===== src/sv/bole_pkg.sv =====
// ----------------------------------------------------------------------------
// bole_pkg: shared definitions for the bounded ordered list engine
// Sizes, operation and status codes, and the control word sent to each cell.
// ----------------------------------------------------------------------------
package bole_pkg;

   localparam int CAPACITY = 64;
   localparam int DATA_W   = 32;
   localparam int MODE_W   = 4;
   localparam int POS_W    = 6;
   localparam int STAT_W   = 3;
   localparam int LEN_W    = 7;
   localparam int IDX_W    = (CAPACITY > 1) ? $clog2(CAPACITY) : 1;
   localparam int CNT_W    = $clog2(CAPACITY + 1);
   localparam int CMP_W    = (CNT_W > POS_W) ? CNT_W : POS_W;

   typedef enum logic [MODE_W-1:0] {
      MODE_INS_HEAD  = 4'd0,
      MODE_REM_HEAD  = 4'd1,
      MODE_INS_TAIL  = 4'd2,
      MODE_REM_TAIL  = 4'd3,
      MODE_INS_POS   = 4'd4,
      MODE_DEL_POS   = 4'd5,
      MODE_INS_MATCH = 4'd6,
      MODE_DEL_MATCH = 4'd7,
      MODE_CLEAR     = 4'd8
   } mode_type;

   typedef enum logic [STAT_W-1:0] {
      ST_OK       = 3'd0,
      ST_EMPTY    = 3'd1,
      ST_RANGE    = 3'd2,
      ST_NOTFOUND = 3'd3,
      ST_FULL     = 3'd4
   } status_type;

   // broadcast to every cell of the row
   typedef struct packed {
      logic              capture;  // latch the compare against match
      logic              ins;      // open a slot at k
      logic              del;      // close the slot at k
      logic [IDX_W-1:0]  k;
      logic [DATA_W-1:0] value;
      logic [DATA_W-1:0] match;
   } cell_ctrl_type;

endpackage


===== src/sv/bole_first.sv =====
// ----------------------------------------------------------------------------
// bole_first: first-hit encoder
// Finds the lowest cell index whose compare flag is set.
// ----------------------------------------------------------------------------
module bole_first (
   input  logic [bole_pkg::CAPACITY-1:0] hits,
   output logic                          found,
   output logic [bole_pkg::IDX_W-1:0]    first_idx
);

   always_comb begin
      first_idx = '0;
      for (int i = bole_pkg::CAPACITY - 1; i >= 0; i--) begin
         if (hits[i]) begin
            first_idx = bole_pkg::IDX_W'(i);
         end
      end
   end

   assign found = |hits;

endmodule


===== config.mk =====
export PLATFORM = sky130hd
export DESIGN_NAME = bole_first
export DESIGN_NICKNAME = d
export VERILOG_FILES = /design/src/sv/bole_pkg.sv /design/src/sv/bole_first.sv
export SDC_FILE = /design/constraint.sdc
export NUM_CORES = 1
export LEC_CHECK = 0
export BUFFER_PORTS_ARGS = -buffer_cell sky130_fd_sc_hd__buf_2
export CAP_MARGIN = 0
export CORE_UTILIZATION = 42
export DETAILED_ROUTE_END_ITERATION = 8
export PLACE_DENSITY = 0.85
export SLEW_MARGIN = 20
export SYNTH_ARGS = -nofsm -noshare
export SYNTH_HDL_FRONTEND = slang
export SYNTH_SLANG_ARGS = --single-unit

===== constraint.sdc =====
create_clock -name vclk -period 1.6
set_clock_uncertainty 0.05 [all_clocks]
set_input_delay 0.16 -clock vclk [all_inputs]
set_output_delay 0.16 -clock vclk [all_outputs]
set_load 0.01 [all_outputs]

==> metrics.txt <==
post-route clock period utilization=111.0%; global-route wire length before repair=5.733 mm; grt ovf=0; Max Slew Vio Count=0; Avg Vias per Cell=6.194; antenna viol nets, final=0; Synth Cell Area=about 890 um2; initial antenna violation count=0; area of the core=between 1500 and 2000 um2; Die H=47.96 um; FP Rows=16; via count=1722; Netlist cell types=40; final setup vio count=7; crit path kind=input pin to output pin; Avg Cell Area, Syn=between 6 and 7 um2; Final Hold Vio Count=0; Clock power frac=0%; vias in the first global route=between 1000 and 1500; Worst-Margin Slew=456.2 ps; syn_nets=209; Slowest Stage Delay on Critical Path=540 ps; initial core utilization=44.76%; total wire length=~4.4 mm; Power Dens Cells=202.3 nW/um2; maxcap violations=0; hold path start=hits[1]; main area contributors after synthesis=nor4_1, nor2_1, nor3_1; RSZ-0062 raised after global routing=yes; Worst Path Required=~1400 ps; Crit path depth=7; Worst EP arrival=1570 ps; Residual DRC=0; Yosys top cell area share=11.28%; hold crit path type=input pin to output pin; largest net degree at the start of global routing=6; Reg area=0 um2; Switching Fraction=50.46%; max frequency=563.3 MHz; Routed WL per cell=~16 um; Synth area leader=nor4_1; Final nets=317; status=complete, but fails checks; # port buffers=71; total track usage=between 30 and 40%; family with the most delay on the worst path=simple AND/OR/NAND/NOR gates; synth-to-layout area growth=95.06%; leakage=0.7478 nW; Ys Warns=0; seq_cells=0; combinational fraction of design power=100.0%; Die Footprint=2300 um2; Hold Path Depth=5; number of iterations in the first detailed-routing pass=5; number of DRC markers in iteration 0=105; share of cells above drive strength 1=55.38%; DP HPWL=around 2.8 mm; post-synthesis cell count=145; I/O pin count=71; fillcell total=between 100 and 150; share of total power in sequential cells=0%; DP Worst Slack=-217.4 ps; Die Width=47.96 um; crit-path cells=buf_8 -> or4_4 -> nor4b_4 -> nand3_2 -> nor2_4 -> nand3b_1 -> buf_2; final worst path period need=1775 ps; VDD IR max=0.0001618 V; sequential fraction of the synthesis area=0%; placed cell count=276; slowest library cell on the worst path=or4_4; Setup crit end kind=output pin; Startpoint Class=input pin; Worst Setup Slack, final=-175.3 ps; CP Launch Point=hits[63]; Buf+Inv Stages, Crit Path=2; RePlAce Congestion=0.8792; Int Pwr=173.4 uW; Critical Path Fanout Max=2; clock buffers=0; max_slew headroom=69.30%; Final Non-Filler Cells=278; failing checks=setup timing; antenna cells=0; hold buffer count at cts=0; P_sw=176.6 uW; Post-Route Utilization=~87%
[area by class of cell]
type                            instances  area (um2)  share of cell area [%]
Timing Repair Buffer                  106       659.4                   38.11
Inverter                               10       37.54                   2.169
Multi-Input combinational cell        135       999.7                   57.77
Tap cell                               27       33.78                   1.952
[synth_stat cells (all sizes together) (2+ instances only)]
cell type / n
a21oi: 10
o21bai: 3
or4: 5
a21boi: 3
nor2: 20
inv: 10
o211ai: 4
or3: 3
nor3: 12
nand3: 7
o311ai: 3
o21ai: 7
o21a: 3
nand2: 9
o31ai: 3
nand2b: 4
a211oi: 2
nor2b: 5
nor4: 18
a31oi: 2
[per-layer routing]
layer / GRT usage (%) / wire, um / up-vias / part of all wire, %
met1: 35.82 / 1611 / 753 / 37
met3: 6.038 / 433 / 32 / 9.9
met5: 0 / 0 / - / 0
li1: - / - / 793 / -
met2: 62.97 / 2124 / 144 / 49
met4: 18.89 / 193 / 0 / 4.4
[power groups by stage]
stage	clock network (mW)	registers [mW]	logic, mW
finish	0	0	0.350
global route	0	0	0.374
CTS	0	0	0.324
detailed placement	0	0	0.288
global placement	0	0	0.283
floorplan	0	0	0.0822
[cell families (layout without fill, tap and decap cells)]
kind of cell | after synthesis | after routing | synth area share (%)
AND/OR/NAND/NOR | 88 | 88 | 59.38
AO/OA/AOI/OAI | 47 | 47 | 36.39
buffers and inverters | 10 | 116 | 4.232
[final timing paths]
check	endpoint	slack, ps
worst min-delay path	first_idx[4]	700
worst max-delay path	found	-180
[repair_timing]
| item | CTS | global route |
|---|---|---|
| pin swaps | 23 | 5 |
| hold endpoints to repair | 0 | 0 |
| buffers inserted | 1 | 1 |
| endpoints found under the setup margin | 7 | 7 |
| resized for setup | 30 | 10 |
[through the flow]
stage | total power [mW] | hold slack [ps] | area [um2] | TNS [ps]
6_report | 0.3500 | 698.0 | 1730 | -859.4
5_1_grt | 0.3741 | 738.4 | 1730 | -1498
4_1_cts | 0.3244 | 687.4 | 1675 | -613.6
3_5_place_dp | 0.2881 | 687.1 | 1530 | -1237
3_3_place_gp | 0.2825 | 698.9 | 1530 | -1061
2_1_floorplan | 0.08220 | 409.3 | 893.4 | 0
[cell usage in the layout, fill, tap and decap left out, types with 5 or more instances in the layout]
master / instances
buf_2: 65
o21ai_0: 5
a21oi_1: 8
nor2_1: 16
nor4_1: 12
buf_6: 5
nand2_1: 8
or4_4: 5
buf_4: 35
nor3_1: 10
inv_1: 10
Note: power is estimated with default switching activity, not from simulation.
