`src/sv/bole_pkg.sv`:
```
// ----------------------------------------------------------------------------
// bole_pkg: shared definitions for the bounded ordered list engine
// Sizes, operation and status codes, and the control word sent to each cell.
// ----------------------------------------------------------------------------
package bole_pkg;

   localparam int CAPACITY = 64;
   localparam int DATA_W   = 32;
   localparam int MODE_W   = 4;
   localparam int POS_W    = 6;
   localparam int STAT_W   = 3;
   localparam int LEN_W    = 7;
   localparam int IDX_W    = (CAPACITY > 1) ? $clog2(CAPACITY) : 1;
   localparam int CNT_W    = $clog2(CAPACITY + 1);
   localparam int CMP_W    = (CNT_W > POS_W) ? CNT_W : POS_W;

   typedef enum logic [MODE_W-1:0] {
      MODE_INS_HEAD  = 4'd0,
      MODE_REM_HEAD  = 4'd1,
      MODE_INS_TAIL  = 4'd2,
      MODE_REM_TAIL  = 4'd3,
      MODE_INS_POS   = 4'd4,
      MODE_DEL_POS   = 4'd5,
      MODE_INS_MATCH = 4'd6,
      MODE_DEL_MATCH = 4'd7,
      MODE_CLEAR     = 4'd8
   } mode_type;

   typedef enum logic [STAT_W-1:0] {
      ST_OK       = 3'd0,
      ST_EMPTY    = 3'd1,
      ST_RANGE    = 3'd2,
      ST_NOTFOUND = 3'd3,
      ST_FULL     = 3'd4
   } status_type;

   // broadcast to every cell of the row
   typedef struct packed {
      logic              capture;  // latch the compare against match
      logic              ins;      // open a slot at k
      logic              del;      // close the slot at k
      logic [IDX_W-1:0]  k;
      logic [DATA_W-1:0] value;
      logic [DATA_W-1:0] match;
   } cell_ctrl_type;

endpackage

```
`src/sv/bole_cell.sv`:
```
// ----------------------------------------------------------------------------
// bole_cell: one storage cell of the list row
// Holds one entry, shifts toward either neighbor and compares against a key.
// ----------------------------------------------------------------------------
module bole_cell (
   input  logic                        clock,
   input  bole_pkg::cell_ctrl_type     ctrl,
   input  logic [bole_pkg::IDX_W-1:0]  cell_idx,
   input  logic [bole_pkg::DATA_W-1:0] left_data,
   input  logic [bole_pkg::DATA_W-1:0] right_data,
   output logic [bole_pkg::DATA_W-1:0] data,
   output logic                        hit
);

   logic [bole_pkg::DATA_W-1:0] data_ff, data_in;
   logic                        hit_ff, hit_in;

   always_comb begin
      data_in = data_ff;
      if (ctrl.ins) begin
         if (cell_idx > ctrl.k) begin
            data_in = left_data;
         end else if (cell_idx == ctrl.k) begin
            data_in = ctrl.value;
         end
      end else if (ctrl.del && (cell_idx >= ctrl.k)) begin
         data_in = right_data;
      end
   end

   assign hit_in = ctrl.capture ? (data_ff == ctrl.match) : hit_ff;

   always_ff @(posedge clock) begin
      data_ff <= data_in;
      hit_ff  <= hit_in;
   end

   assign data = data_ff;
   assign hit  = hit_ff;

endmodule

```
`config.mk`:
```
export PLATFORM = sky130hd
export DESIGN_NAME = bole_cell
export DESIGN_NICKNAME = d
export VERILOG_FILES = /design/src/sv/bole_pkg.sv /design/src/sv/bole_cell.sv
export SDC_FILE = /design/constraint.sdc
export NUM_CORES = 1
export LEC_CHECK = 0
export ABC_AREA = 1
export BUFFER_PORTS_ARGS = -buffer_cell sky130_fd_sc_hd__clkbuf_2
export CAP_MARGIN = 20
export CORE_MARGIN = 10
export CORE_UTILIZATION = 45
export DETAILED_ROUTE_END_ITERATION = 7
export PLACE_DENSITY_LB_ADDON = 0.15
export SETUP_SLACK_MARGIN = 0.5
export SLEW_MARGIN = 20
export SYNTH_ARGS = -nofsm -noshare
export SYNTH_HDL_FRONTEND = slang
export SYNTH_SLANG_ARGS = --single-unit
```
`constraint.sdc`:
```
create_clock -name clock -period 5.9 [get_ports clock]
set_input_delay 1.18 -clock clock [delete_from_list [all_inputs] [get_ports clock]]
set_output_delay 1.18 -clock clock [all_outputs]
set_load 0.05 [all_outputs]
```
==> impl_metrics.env, run 1 <==
export IMPL_hp_class="reg2reg"
export IMPL_placed_area_um2=3533
export IMPL_cts_repair_resized=0
export IMPL_clockBufferDepth=2
export IMPL_synth_area_um2=2661
export IMPL_worst_slack_ns=2.830
export IMPL_fp_dieW_um=96.90
export IMPL_fmax_mhz=325.7
export IMPL_synth_top_area_cell="edfxtp_1"
export IMPL_antenna_cells=0
export IMPL_cts_buffers=5
export IMPL_critPathLaunchType="primary input"
export IMPL_cp_cell_sequence="clkbuf_2 -> inv_1 -> ha_1 -> nand2_2 -> nor2_4 -> nand3_4 -> nand4_1 -> o21ai_0 -> inv_2"
export IMPL_end_kind="flip-flop"
export IMPL_max_stage_delay_ns=0.53
export IMPL_path_buf_inv=3
export IMPL_synthAdderAreaFrac_pct=2.821
export IMPL_grt_overflow=0
export IMPL_cts_hold_buf=0
export IMPL_path_clk_slew_ns=0.07
export IMPL_ys_types=20
export IMPL_finalHoldViolations=0
export IMPL_final_util_pct=64.90
export IMPL_synth_top_family_by_area="simple AND/OR/NAND/NOR gates"
export IMPL_cp_top_family="simple AND/OR/NAND/NOR gates"
export IMPL_maxCapViolations=0
export IMPL_cp_slowest_cell="inv_2"
export IMPL_drc=0
export IMPL_outcome="complete, no violations"
export IMPL_fin_crit_ns=3.070
export IMPL_switching_share_pct=40.05
export IMPL_ys_ff_latch=33
export IMPL_setup_viol=0
export IMPL_vias_per_cell=4.607
export IMPL_clock_latency_ns=0.28
export IMPL_die_area_um2=9390
export IMPL_antenna_found_initial=0
export IMPL_nNetsFinal=696
export IMPL_leakagePower_uw=0.002205
export IMPL_stdcell_area_um2=3640
export IMPL_worst_pin_slew_ns=0.9586
export IMPL_cts_tree="built"
export IMPL_slew_violations=0
export IMPL_worst_clock_skew_ns=0.004660
export IMPL_grt_pass1_vias=2964
export IMPL_drt_initial_drc_count=154
export IMPL_cp_required_ns=5.81
export IMPL_p_clk_share_pct=22.4
export IMPL_crit_type="in2reg"
export IMPL_wl_um=8706
export IMPL_numClockSinks=33
export IMPL_synthTopCellsByArea="edfxtp_1 37%, nand2_1 17%, nand3_1 12%, inv_1 12%, xor2_1 8.9%"
export IMPL_start_util_pct=47.46
export IMPL_yosys_mux_area_fraction_pct=0
export IMPL_die_h_um=96.90
export IMPL_p_int_uw=545.4
export IMPL_relSlewSlack_pct=36.02
export IMPL_synth_simple_area_share_pct=34.56
export IMPL_firstDrtPassIters=4
export IMPL_syn_to_final_growth_pct=36.77
export IMPL_synth_compound_area_share_pct=0.5642
export IMPL_synth_cells=379
export IMPL_ys_warn_count=0
export IMPL_power_density_nw_per_um2=249.9
export IMPL_pwr_share_seq_pct=37.0
export IMPL_synth_most_common_cell="nand2_1"
export IMPL_drive_gt1_share_pct=34.55
export IMPL_synth_ff_type="edfxtp_1"
export IMPL_path_max_fanout=34
export IMPL_p_switching_uw=364.4
export IMPL_yosysSeqAreaShare_pct=37.24
export IMPL_setup_tns_ns=0
export IMPL_ioPinCount=177
export IMPL_place_port_buffers=176
export IMPL_detailed_place_hpwl_um=7210
export IMPL_synth_top_area_share_pct=37.24
export IMPL_fin_crit_sh_pct=52.03
export IMPL_gp_congestion=0.8940
export IMPL_crit_arrival_ns=2.98
export IMPL_coreArea_um2=5608
export IMPL_synth_xor_area_share_pct=9.544
export IMPL_synth_commonest_cells="119 x nand2_1, 82 x inv_1, 65 x nand3_1"
export IMPL_syn_num_nets=529
export IMPL_rsz0062_at_grt="no"
export IMPL_grt_total_usage_pct=17.63
export IMPL_fp_row_count=27
export IMPL_avgSynthCellArea_um2=7.022
export IMPL_power_frac_comb_pct=40.6
export IMPL_ir_drop_mv=0.1165
export IMPL_wl_per_cell_um=14.06
export IMPL_grt_pass1_wl_um=13940
export IMPL_cts_htree_levels=2
export IMPL_synth_enable_flop_cells=33
export IMPL_drtAntennaViolNets=0
export IMPL_postCtsSetupBuffers=0
export IMPL_async_reset_ff_share_pct=0
export IMPL_via_count=2852
export IMPL_root_buffer="clkbuf_8"
export IMPL_pre_cts_ws_ns=2.516
export IMPL_grt_max_degree=35
==> metal layers <==
metal	global-route usage, %	up-vias	wire [um]
met5	0	-	0
met1	20.20	1232	3560
met3	4.826	6	671
met4	4.622	0	104
met2	31.29	129	4370
li1	-	1485	-
==> metrics by stage <==
stage          hold WS [ns]  instances  power, uW
5_1_grt              0.9296        619      963.4
6_report             0.8229        619      909.7
2_1_floorplan         1.080        379      603.8
4_1_cts              0.8355        619      916.3
3_3_place_gp         0.8100        611      706.7
3_5_place_dp         0.8262        611      713.6
==> power groups by stage <==
stage / combinational [uW] / clock [uW] / sequential [uW]
2_1_floorplan: 136 / 0 / 467
3_3_place_gp: 366 / 0 / 341
3_5_place_dp: 372 / 0 / 342
4_1_cts: 373 / 206 / 337
5_1_grt: 405 / 217 / 342
6_report: 370 / 203 / 337
==> sequential cells by signal (all words and copies together) (netlist names) <==
signal / flops
data: 32
hit: 1
==> final timing paths <==
kind	from	slack [ns]	cells after the start	endpoint
max	ctrl[69]	2.83	9	data[18]$_DFFE_PP_
min reg2reg	data[9]$_DFFE_PP_	0.82	5	hit$_DFFE_PP_
max reg2reg	data[13]$_DFFE_PP_	4.67	7	hit$_DFFE_PP_
min	data[9]$_DFFE_PP_	0.82	5	hit$_DFFE_PP_
==> logic make-up (layout without fill, tap and decap cells) <==
group	after synthesis	in the layout
AO/OA/AOI/OAI	3	3
flip-flops	33	33
buffers and inverters	98	266
XOR/XNOR	29	29
adder cells (fa/ha/maj)	6	6
AND/OR/NAND/NOR	210	210
==> area by class of cell <==
| type | count | area (um2) |
|---|---|---|
| Clock buffer | 6 | 72.57 |
| Inverter | 82 | 307.8 |
| Sequential cell | 33 | 991.0 |
| Tap cell | 72 | 90.09 |
| Fill cell | 540 | 1968 |
| Clock inverter | 2 | 33.78 |
| Timing Repair Buffer | 176 | 880.8 |
| Multi-Input combinational cell | 248 | 1264 |
==> tightest hold or removal path, cell delays in order, from the launching register on <==
cell and delay [ns]:
edfxtp_1 0.37, xnor2_1 0.08, nand3_1 0.07, nor2_1 0.05, nand2_1 0.05, nor2_1 0.04
==> cell usage in the layout, fill, tap and decap left out, drive strengths merged <==
cell type  count
nand2        122
edfxtp        33
bufinv         1
ha             6
xor2          27
o21ai          1
nand4          1
xnor2          2
clkbuf       182
a21oi          2
inv           82
clkinv         1
nor2          20
nand3         67
(Power assumes the default switching activity.)
==> inputs of run 2 (changes only) <==
--- a/config.mk
+++ b/config.mk
@@ -5,11 +5,11 @@
 export SDC_FILE = /design/constraint.sdc
 export NUM_CORES = 1
 export LEC_CHECK = 0
-export ABC_AREA = 1
+export ABC_AREA = 0
 export BUFFER_PORTS_ARGS = -buffer_cell sky130_fd_sc_hd__clkbuf_2
 export CAP_MARGIN = 20
 export CORE_MARGIN = 10
-export CORE_UTILIZATION = 45
+export CORE_UTILIZATION = 36
 export DETAILED_ROUTE_END_ITERATION = 7
 export PLACE_DENSITY_LB_ADDON = 0.15
 export SETUP_SLACK_MARGIN = 0.5
==> constraint.sdc (replaced) <==
create_clock -name clock -period 2.7 [get_ports clock]
set_input_delay 0.54 -clock clock [delete_from_list [all_inputs] [get_ports clock]]
set_output_delay 0.54 -clock clock [all_outputs]
set_load 0.05 [all_outputs]
==> impl_metrics.env, run 2 <==
export IMPL_setup_viol=0
export IMPL_drtAntennaViolNets=0
export IMPL_numClockSinks=33
export IMPL_root_buffer="clkbuf_8"
export IMPL_crit_arrival_ns=2.16
export IMPL_nNetsFinal=514
export IMPL_maxCapViolations=0
export IMPL_synth_most_common_cell="edfxtp_1"
export IMPL_power_density_nw_per_um2=555.7
export IMPL_holdWs_ns=0.4557
export IMPL_finalHoldViolations=0
export IMPL_ys_warn_count=0
export IMPL_setup_tns_ns=0
export IMPL_cp_cell_sequence="clkbuf_2 -> inv_1 -> ha_1 -> a21oi_1 -> o21a_1 -> a31oi_2 -> buf_4 -> o221a_2"
export IMPL_place_port_buffers=176
export IMPL_grt_pass1_wl_um=12850
export IMPL_gp_congestion=0.7781
export IMPL_hp_class="in2reg"
export IMPL_worst_clock_skew_ns=0.004978
export IMPL_clockBufferDepth=2
export IMPL_syn_to_final_growth_pct=47.18
export IMPL_antenna_found_initial=0
export IMPL_cp_required_ns=2.73
export IMPL_cts_hold_buf=0
export IMPL_ioPinCount=177
export IMPL_path_clk_slew_ns=0.07
export IMPL_cts_htree_levels=2
export IMPL_clock_latency_ns=0.28
export IMPL_synth_cells=186
export IMPL_fp_dieW_um=98.57
export IMPL_synth_commonest_cells="33 x edfxtp_1, 32 x xor2_1, 31 x or2_2"
export IMPL_max_stage_delay_ns=0.33
export IMPL_worst_pin_slew_ns=0.4192
export IMPL_die_area_um2=9715
export IMPL_grt_pass1_vias=2428
export IMPL_final_cell_mix="176 x clkbuf_2, 33 x edfxtp_1, 32 x xor2_1, 31 x or2_2, 30 x o221a_1"
export IMPL_fin_crit_ns=2.136
export IMPL_ys_types=28
export IMPL_vias_per_cell=4.886
export IMPL_postCtsSetupBuffers=0
export IMPL_leakagePower_uw=0.001562
export IMPL_grt_max_degree=36
export IMPL_slew_violations=0
export IMPL_ir_drop_mv=0.2578
export IMPL_synth_top_area_cell="edfxtp_1"
export IMPL_synth_enable_flop_cells=33
export IMPL_grt_overflow=0
export IMPL_critPathLaunchType="primary input"
export IMPL_relSlewSlack_pct=71.80
export IMPL_cp_top_family="compound AO/OA/AOI/OAI gates"
export IMPL_wl_per_cell_um=19.50
export IMPL_coreArea_um2=5956
export IMPL_die_h_um=98.57
export IMPL_path_buf_inv=3
export IMPL_wl_um=8539
export IMPL_cts_repair_resized=0
export IMPL_drive_gt1_share_pct=61.43
export IMPL_fin_crit_sh_pct=79.10
export IMPL_crit_type="in2reg"
export IMPL_via_count=2140
export IMPL_drc=0
export IMPL_synth_area_um2=2222
export IMPL_yosysSeqAreaShare_pct=44.59
export IMPL_fmax_mhz=468.2
export IMPL_drt_initial_drc_count=59
export IMPL_cts_tree="built"
export IMPL_synth_ff_type="edfxtp_1"
export IMPL_path_max_fanout=31
export IMPL_firstDrtPassIters=4
export IMPL_largest_reg_flops=32
export IMPL_synth_top_area_share_pct=44.59
export IMPL_antenna_cells=0
export IMPL_final_common_cell="clkbuf_2"
export IMPL_fp_row_count=28
export IMPL_outcome="complete, no violations"
export IMPL_syn_num_nets=336
export IMPL_detailed_place_hpwl_um=6981
export IMPL_start_util_pct=37.31
export IMPL_ys_ff_latch=33
export IMPL_cts_buffers=5
export IMPL_rsz0062_at_grt="yes"
export IMPL_grt_total_usage_pct=16.27
export IMPL_synthTopCellsByArea="edfxtp_1 45%, o221a_1 15%, xor2_1 13%, or2_2 8.7%, ha_1 3.4%"
export IMPL_async_reset_ff_share_pct=0
export IMPL_cp_slowest_cell="ha_1"
export IMPL_final_util_pct=54.92
export IMPL_avgSynthCellArea_um2=11.95
export IMPL_end_kind="flip-flop"
-- run 2: metal layers --
layer / GRT usage [%] / wire length (um) / share of wire, %
met2: 28.79 / 4351 / 51
met4: 4.190 / 95 / 1.1
met1: 17.59 / 3280 / 38
met3: 6.564 / 812 / 9.5
met5: 0 / 0 / 0
-- run 2: report_power, final --
part	internal [uW]	switching (uW)
Clock	169	168
Sequential	672	63.0
Combinational	258	488
Total	1100	719
-- run 2: worst paths after layout --
path,start,endpoint,slack (ns),cells after the start
worst max-delay path,ctrl[69],data[31]$_DFFE_PP_,0.56,8
worst min-delay path,ctrl[72],hit$_DFFE_PP_,0.46,1
worst max register to register,data[19]$_DFFE_PP_,hit$_DFFE_PP_,1.24,4
worst min register to register,data[11]$_DFFE_PP_,hit$_DFFE_PP_,0.85,4
-- run 2: cell families after synthesis --
kind of cell	count (synthesis)	synth area share [%]
compound gates	44	20.44
xor+xnor	32	12.61
fa+ha+maj	6	3.378
buf+inv	18	4.223
flops	33	44.59
simple gates	53	14.75
-- run 2: final cells by class --
cell class | instances | area [um2]
fill | 568 | 2685
clock buffer | 5 | 68.82
sequential | 33 | 991.0
tap | 75 | 93.84
inverter | 9 | 33.78
clock inverter | 1 | 5.005
multi-input combinational | 136 | 1162
timing repair buffer | 179 | 915.9
-- run 2: per-stage QoR --
step | area (um2) | worst slack, ns | std cells | total power (uW)
2_1_floorplan | 2223 | 0.5274 | 186 | 1233
3_3_place_gp | 3179 | 0.2790 | 431 | 1483
3_5_place_dp | 3179 | 0.2367 | 431 | 1495
4_1_cts | 3253 | 0.5378 | 437 | 1839
5_1_grt | 3271 | 0.4950 | 438 | 1918
6_report | 3271 | 0.5643 | 438 | 1817
